## config.mk

```make
export PLATFORM = sky130hd
export DESIGN_NAME = q4kd_scale
export DESIGN_NICKNAME = d
export VERILOG_FILES = /design/src/rtl/core/q4_k_block_dequantizer_top_assert.svh /design/src/rtl/core/q4kd_pkg.sv /design/src/rtl/core/q4kd_scale.sv
export SDC_FILE = /design/constraint.sdc
export NUM_CORES = 2
export LEC_CHECK = 0
export ABC_AREA = 0
export BUFFER_PORTS_ARGS = -buffer_cell sky130_fd_sc_hd__buf_2
export CAP_MARGIN = 20
export CORE_MARGIN = 1.5
export CORE_UTILIZATION = 40
export CTS_BUF_LIST = sky130_fd_sc_hd__clkbuf_4
export CTS_CLUSTER_DIAMETER = 150
export DETAILED_ROUTE_END_ITERATION = 8
export RECOVER_POWER = 100
export SYNTH_ARGS = -nofsm -noshare
export SYNTH_HDL_FRONTEND = slang
export SYNTH_SLANG_ARGS = --single-unit
```

## constraint.sdc

```tcl
create_clock -name clock -period 21.6 [get_ports clock]
set_input_delay 1.08 -clock clock [delete_from_list [all_inputs] [get_ports clock]]
set_output_delay 1.08 -clock clock [all_outputs]
set_load 0.05 [all_outputs]
```

## src/rtl/core/q4_k_block_dequantizer_top_assert.svh

```systemverilog
// Assertion macros for the Q4_K block dequantizer.
// Used by q4_k_block_dequantizer_top; needs a clock and a reset signal name.
`ifndef Q4_K_BLOCK_DEQUANTIZER_TOP_ASSERT_SVH
`define Q4_K_BLOCK_DEQUANTIZER_TOP_ASSERT_SVH
`ifndef SYNTHESIS
`define Q4KD_ASSERT_IMP(lbl, clk, rst, ante, cons, msg) \
   lbl: assert property (@(posedge clk) disable iff (rst) (ante) |-> (cons)) else $error(msg);
`define Q4KD_ASSERT_NXT(lbl, clk, rst, ante, cons, msg) \
   lbl: assert property (@(posedge clk) disable iff (rst) (ante) |=> (cons)) else $error(msg);
`else
`define Q4KD_ASSERT_IMP(lbl, clk, rst, ante, cons, msg)
`define Q4KD_ASSERT_NXT(lbl, clk, rst, ante, cons, msg)
`endif
`endif

```

## src/rtl/core/q4kd_pkg.sv

```systemverilog
// Q4_K dequantizer package: types, constants and fp16 arithmetic helpers.
// No dependencies.
`timescale 1ns / 1ps
`default_nettype none
package q4kd_pkg;

   localparam int LANES = 8;
   localparam logic [4:0] LAST_WORD = 5'd17;
   localparam logic [4:0] FIRST_DATA_WORD = 5'd2;

   localparam logic [1:0] FMT_FP16 = 2'd0;
   localparam logic [1:0] FMT_BF16 = 2'd1;
   localparam logic [1:0] FMT_FP32 = 2'd2;
   localparam logic [1:0] FMT_RSVD = 2'd3;

   localparam logic [15:0] H_QNAN = 16'h7E00;
   localparam logic [14:0] H_INF = 15'h7C00;

   typedef enum logic [2:0] {
      ST_IDLE,
      ST_SCALE,
      ST_PROD,
      ST_DIFF,
      ST_EMIT
   } q4kd_state_type;

   typedef struct packed {
      logic prod_en;
      logic diff_en;
   } q4kd_lane_ctrl_type;

   // fp16 magnitude as integer in units of 2^-24 (finite inputs only)
   function automatic logic [40:0] h_mag(input logic [15:0] h);
      logic [40:0] r;
      if (h[14:10] == 5'd0) begin
         r = {31'd0, h[9:0]};
      end else begin
         r = {30'd0, 1'b1, h[9:0]} << (h[14:10] - 5'd1);
      end
      return r;
   endfunction

   // round sign/magnitude (units 2^-24) to fp16, nearest even
   function automatic logic [15:0] round_h(input logic s, input logic [46:0] mag);
      logic [5:0]  p;
      logic [5:0]  sh;
      logic [46:0] q;
      logic [46:0] rem;
      logic [46:0] half;
      logic [47:0] enc;
      logic [15:0] res;
      p = 6'd0;
      for (int i = 0; i < 47; i++) begin
         if (mag[i]) p = i[5:0];
      end
      if (mag == 47'd0) begin
         res = {s, 15'd0};
      end else if (p <= 6'd10) begin
         res = {s, mag[14:0]};
      end else begin
         sh   = p - 6'd10;
         q    = mag >> sh;
         rem  = mag & ((47'd1 << sh) - 47'd1);
         half = 47'd1 << (sh - 6'd1);
         if (rem > half || (rem == half && q[0])) q = q + 47'd1;
         enc = {32'd0, sh, 10'd0} + {1'b0, q};
         if (enc >= {33'd0, H_INF}) res = {s, H_INF};
         else res = {s, enc[14:0]};
      end
      return res;
   endfunction

   // fp16 times small unsigned integer, rounded to fp16
   function automatic logic [15:0] mul_h(input logic [15:0] h, input logic [5:0] n);
      logic [15:0] res;
      logic [46:0] prod;
      prod = {6'd0, h_mag(h)} * {41'd0, n};
      if (h[14:10] == 5'h1F) begin
         if (h[9:0] != 10'd0 || n == 6'd0) res = H_QNAN;
         else res = {h[15], H_INF};
      end else begin
         res = round_h(h[15], prod);
      end
      return res;
   endfunction

   // a - b in fp16, single rounding
   function automatic logic [15:0] sub_h(input logic [15:0] a, input logic [15:0] b);
      logic [15:0] res;
      logic        a_nan;
      logic        b_nan;
      logic        a_inf;
      logic        b_inf;
      logic [40:0] ma;
      logic [40:0] mb;
      a_nan = (a[14:10] == 5'h1F) && (a[9:0] != 10'd0);
      b_nan = (b[14:10] == 5'h1F) && (b[9:0] != 10'd0);
      a_inf = (a[14:10] == 5'h1F) && (a[9:0] == 10'd0);
      b_inf = (b[14:10] == 5'h1F) && (b[9:0] == 10'd0);
      ma = h_mag(a);
      mb = h_mag(b);
      if (a_nan || b_nan) begin
         res = H_QNAN;
      end else if (a_inf) begin
         res = (b_inf && a[15] == b[15]) ? H_QNAN : a;
      end else if (b_inf) begin
         res = {~b[15], H_INF};
      end else if (ma == 41'd0 && mb == 41'd0) begin
         res = {a[15] & ~b[15], 15'd0};
      end else if (a[15] != b[15]) begin
         res = round_h(a[15], {6'd0, ma} + {6'd0, mb});
      end else if (ma == mb) begin
         res = 16'd0;
      end else if (ma > mb) begin
         res = round_h(a[15], {6'd0, ma - mb});
      end else begin
         res = round_h(~a[15], {6'd0, mb - ma});
      end
      return res;
   endfunction

   function automatic logic [31:0] h_to_f32(input logic [15:0] h);
      logic [31:0] f;
      logic [3:0]  p;
      logic [9:0]  m;
      logic [7:0]  ex;
      p = 4'd0;
      for (int i = 0; i < 10; i++) begin
         if (h[i]) p = i[3:0];
      end
      m  = h[9:0] << (4'd10 - p);
      ex = 8'd103 + {4'd0, p};
      if (h[14:10] == 5'h1F) begin
         f = (h[9:0] != 10'd0) ? 32'h7FC0_0000 : {h[15], 31'h7F80_0000};
      end else if (h[14:10] == 5'd0) begin
         f = (h[9:0] == 10'd0) ? {h[15], 31'd0} : {h[15], ex, m, 13'd0};
      end else begin
         f = {h[15], {3'd0, h[14:10]} + 8'd112, h[9:0], 13'd0};
      end
      return f;
   endfunction

   function automatic logic [31:0] encode_h(input logic [15:0] h, input logic [1:0] fmt);
      logic [31:0] f;
      logic [31:0] sum;
      logic [31:0] res;
      f   = h_to_f32(h);
      sum = f + 32'h0000_7FFF + {31'd0, f[16]};
      if (fmt == FMT_FP16) begin
         res = {16'd0, h};
      end else if (fmt == FMT_BF16) begin
         res = (f[30:0] > 31'h7F80_0000) ? 32'h0000_7FC0 : {16'd0, sum[31:16]};
      end else begin
         res = f;
      end
      return res;
   endfunction

endpackage
`default_nettype wire

```

## src/rtl/core/q4kd_scale.sv

```systemverilog
// Segment scale unit: unpacks 6-bit scale/min and forms d*sc and dmin*m in fp16.
// Depends on q4kd_pkg.
`timescale 1ns / 1ps
`default_nettype none
module q4kd_scale (
   input  wire logic             clock,
   input  wire logic             en,
   input  wire logic [2:0]       seg,
   input  wire logic [15:0]      d,
   input  wire logic [15:0]      dmin,
   input  wire logic [11:0][7:0] psb,
   output logic      [15:0]      dsc,
   output logic      [15:0]      dmm
);
   import q4kd_pkg::*;

   logic [7:0][5:0] sc_all;
   logic [7:0][5:0] mn_all;
   logic [15:0]     dsc_ff;
   logic [15:0]     dsc_in;
   logic [15:0]     dmm_ff;
   logic [15:0]     dmm_in;

   always_comb begin
      for (int j = 0; j < 4; j++) begin
         sc_all[j] = psb[j][5:0];
         mn_all[j] = psb[j + 4][5:0];
         sc_all[j + 4] = {psb[j][7:6], psb[j + 8][3:0]};
         mn_all[j + 4] = {psb[j + 4][7:6], psb[j + 8][7:4]};
      end
   end

   assign dsc_in = en ? mul_h(d, sc_all[seg]) : dsc_ff;
   assign dmm_in = en ? mul_h(dmin, mn_all[seg]) : dmm_ff;

   always_ff @(posedge clock) begin
      dsc_ff <= dsc_in;
      dmm_ff <= dmm_in;
   end

   assign dsc = dsc_ff;
   assign dmm = dmm_ff;
endmodule
`default_nettype wire

```

; ---- After elaboration in Yosys (flattened, before gate mapping)
; Cells that the tools add are included.
[op_classes]
n_eq_ne = 4
reduce_logical = 14
magnitude_cmp = 7
n_mux = 118
shifts = 8
bitwise = 2
mul = 2
add_sub_neg = 12
[op_table]
columns = operator, n
row1 = $mux W6, 94
row2 = $mux W47, 8
row3 = $shl A1 B6 Y47 const A, 4
row4 = $add A16 B47 Y48, 2
row5 = $ge A48 B15 Y1 const B, 2
row6 = $add A47 B1 Y47 const B, 2
row7 = $and A47 B47 Y47, 2
row8 = $eq A47 B47 Y1, 2
row9 = $gt A47 B47 Y1, 2
row10 = $logic_not A47 Y1, 2
row11 = $mul A41 B6 Y47, 2
row12 = $shr A47 B6 Y47, 2
row13 = $sub A47 B1 Y47 const B, 2
row14 = $mux W15, 6
row15 = $mux W41, 2
row16 = $shl A11 B5 Y41, 2
row17 = $mux W16, 4
row18 = $bmux W6 S3, 2
row19 = $reduce_bool A10 Y1, 2
row20 = $le A6 B4 Y1 const B, 2
row21 = $logic_not A6 Y1, 2
row22 = $sub A6 B1 Y6 const B, 2
row23 = $sub A6 B4 Y6 const B, 2
row24 = $eq A5 B5 Y1 const B, 2
row25 = other kinds (6), 13
[word_totals]
wordCells = 169
regBits = 32
output_inout_bits = 32

; ---- Logic depth before layout (Yosys ltp)
[logic_depth]
depth_word = 68
depth_mapped = 90
ltp_nobuf = 75

; ---- Worst setup path after synthesis
; Ideal clock, no wire load.
[synth_path]
path_type = input -> register
from = in d[10]
to = reg dsc_ff[11] (netlist: dsc[11]), data pin
setup_time_ns = 0.273
setup_slack_ns = 2.542
arrival_ns = 18.786
n_path_buf = 17
path_stages = 81
required_ns = 21.327
path_cell_list = clkbuf_1 > inv_1 > ha_1 > clkbuf_1 > clkbuf_1 > mux4_2 > nand2_1 > o21ai_0 > nand2_1 > nand2_1 > mux2i_1 > nor2_1 > a31oi_1 > nor2_1 > fa_1 > inv_1 > fa_1 > fa_1 > (+45 left out) > and3_1 > buf_2 > nor2b_1 > xnor2_1 > ha_1 > fa_1 > a21o_1 > a21oi_1 > o21bai_1 > a21oi_1 > nor2_1 > nor4b_1 > a21o_1 > a221oi_1 > o211a_1 > and4bb_2 > buf_4 > a31oi_1
[synth_between]
elab_chain_len = 68
[synth_rtl]
columns = item, line
row1 = "start, declared", q4kd_scale.sv:9  ; input wire logic [15:0] d,
row2 = "parallel branches: the longest is 67 deep, another holds $mul A41 B6 Y47", --
row3 = $mux W16 (*), q4kd_pkg.sv:78  ; if (h[14:10] == 5'h1F) begin
row4 = "end signal, assigned", q4kd_scale.sv:37  ; dsc_ff <= dsc_in;
row5 = "end, declared", q4kd_scale.sv:19  ; logic [15:0] dsc_ff;
; Every way passes the cells marked *. The select of a mux whose other input is x is not followed.
; A chain may end at the register's enable or synchronous reset.

; ---- Worst setup path after layout
[layout_path]
from = in dmin[10]
to = reg dmm_ff[13] (netlist: dmm[13]), data pin
[layout_between]
elab_chain_len = 68
[layout_rtl]
columns = item, line
row1 = "start, declared", q4kd_scale.sv:10  ; input wire logic [15:0] dmin,
row2 = "parallel branches: the longest is 67 deep, another holds $mul A41 B6 Y47", --
row3 = $mux W16 (*), q4kd_pkg.sv:78
row4 = "end signal, assigned", q4kd_scale.sv:38  ; dmm_ff <= dmm_in;
row5 = "end, declared", q4kd_scale.sv:21  ; logic [15:0] dmm_ff;
; Marks and branches as above.

==> impl_metrics.yaml <==
grt:
  grt_util_all_layers_pct: 30.8
  grt_pass1_vias: 40438
  use_met2_pct: 53.0
  grt_max_degree: 64
  grt_pass1_wl_um: 233000
  met3_usage_pct: 4.01
  grt-ovfl-total: 0
  busiest_layer: "met2"
  antenna_found_initial: 4
  grt_use_met1_pct: 38.3
floorplanning:
  dieArea_um2: 94800
  placeableCoreArea_um2: 91900
  die_height_um: 308
  ios: 165
  fp-row-count: 111
  initial_core_util_pct: 40.5
  die_w_um: 308
worst_setup_path:
  critical_path.slowest_cell: "nor3_1"
  critPathTopFamily: "compound AO/OA/AOI/OAI gates"
  crit_type: "in2reg"
  cp_slowest_stage_delay_ns: 0.68
  crit_top_cell: "nor2_1"
  cp.buffers_inverters: 6
  worstPathArrival_ns: 20.37
  cp.required_ns: 21.69
  startpoint_type: "input pin"
  cp_max_fo: 20
  crit_path_end_kind: "flop"
finish:
  drive_above_1_share_pct: 9.65
  final-seq-area_um2: 961
  fill_cells: 9881
  post-route-util_pct: 42.8
  syn2layout_area_growth_pct: 5.77
  nNetsFinal: 5942
  stdcell_count: 6506
  multiInputGateArea_um2: 33400
drt:
  dr.pass1.iters: 7
  vias: 41559
  wirelength_um: 149000
  routedWlPerCell_um: 22.9
  drc: 0
  viasPerCell: 6.39
  ant_nets: 0
  drt_first_iter_violations: 4659
synth:
  synth_async_sr_flop_share_pct: 0
  synth_edf_count: 32
  synth_area_um2: 37200
  synthCells: 5266
  synthDistinctLibCells: 124
  seq_area_frac_synth_pct: 2.58
  yosysWarnings: 0
  syn_avg_cell_area_um2: 7.06
  ys_seq_elements: 32
  synth_ff_type: "edfxtp_1"
clock_network:
  cts_tree: "done"
  clockRootBuffer: "clkbuf_4"
  hold_buffers: 0
  h-tree-depth: 2
  cts_buffers: 5
  path_clk_slew_ns: 0.10
  cts_buffer_depth: 2
  cts.sinks: 32
timing:
  fin_tns_setup_ns: 0
  final-setup-viol-count: 0
  tightest_slew_ns: 1.68
  max-slew-margin-rel_pct: -11.8
  post-route-min-period_ns: 20.28
  hold_viol: 0
  rsz0062_at_grt: "false"
  final-max-slew-violation-count: 33
  fmax_mhz: 49.3
  fin_crit_sh_pct: 93.9
place:
  port_buffers: 164
  hpwl_um: 119000
  numPlacedInstances: 6488
  gp_congestion: 1.05
job:
  maxCapViolations: 1
outcome:
  violations: "capacitance limit, slew limit"
  status: "finished, violations left"
min_path:
  hp-class: "in2reg"
==> layout by cell type (no fill, tap or decap), types with 70 or more instances in the layout <==
cell        n
nor2_1    833
nand2_1   487
inv_1     465
fa_1      316
a21oi_1   254
ha_1      231
o21ai_0   216
nand3_1   177
nor3_1    138
buf_2     131
buf_4     108
xnor2_1    97
a211oi_1   95
a21o_1     90
mux2i_1    88
nand4_1    81
o22ai_1    79
or2_2      75
o211ai_1   72
a31oi_1    70
==> through the flow <==
stage / setup slack (ns) / hold slack [ns] / area (µm²)
final: 1.32 / 1.04 / 39400
after global routing: 0.00864 / 1.02 / 39300
after CTS: 1.41 / 1.03 / 39400
after detailed placement: 1.07 / 1.39 / 39300
after global placement: 0.999 / 1.37 / 39300
after floorplan: 2.54 / 1.19 / 37200
==> flip-flops by register name, summed over array words and instances (netlist names) <==
name / count
dmm: 16
dsc: 16
==> per-layer routing <==
layer	part of all wire (%)	wire [µm]
met5	0.025	37
met1	39	58400
met2	48	70700
met4	5.0	7390
met3	8.3	12300
==> synthesized netlist by cell type, types with 90 or more instances <==
master    number  area share (%)
clkbuf_1     203             2.0
o21ai_0      216             2.9
nor2_1       834             8.4
fa_1         316              17
a211oi_1      95             1.9
inv_1        464             4.7
xnor2_1       99             2.3
nand3_1      177             2.4
a21o_1        90             1.8
a21oi_1      255             3.4
nand2_1      487             4.9
mux2i_1      100             2.7
ha_1         232             7.8
nor3_1       141             1.9
==> logic make-up (layout without fill, tap and decap cells) <==
logic type	count (synthesis)	after routing	synth area share, %
and+or+nand+nor	2197	2197	27.8
AOI/OAI and AO/OA	1384	1384	26.3
buffers and inverters	766	753	8.22
adders and majority gates	548	548	24.8
muxes	180	180	6.44
xor gates and xnor gates	158	158	3.76
DFF	32	32	2.58
other	1	11	0.0101
==> final cells by class <==
class | count | share of cell area, %
multi-input combinational | 4477 | 84.8
clock buffer | 6 | 0.114
timing repair buffer | 274 | 4.07
sequential | 32 | 2.44
antenna | 1 | 0.00636
tap | 1243 | 3.95
inverter | 471 | 4.49
clock inverter | 2 | 0.0890
==> worst paths after layout <==
check,endpoint,from,slack [ns],cells past startpoint
hold / removal,dmm[15]$_DFFE_PP_,dmin[15],1.04,2
setup / recovery,dmm[13]$_SDFFCE_PP1P_,dmin[10],1.32,67
==> what timing repair did <==
item                                    CTS  global route
endpoints found under the setup margin    0            14
buffers inserted                          0             5
gates resized for setup                   0             1
Power is not shown: default switching activity piles up to over one toggle a cycle in this logic, so the estimate is an artifact.
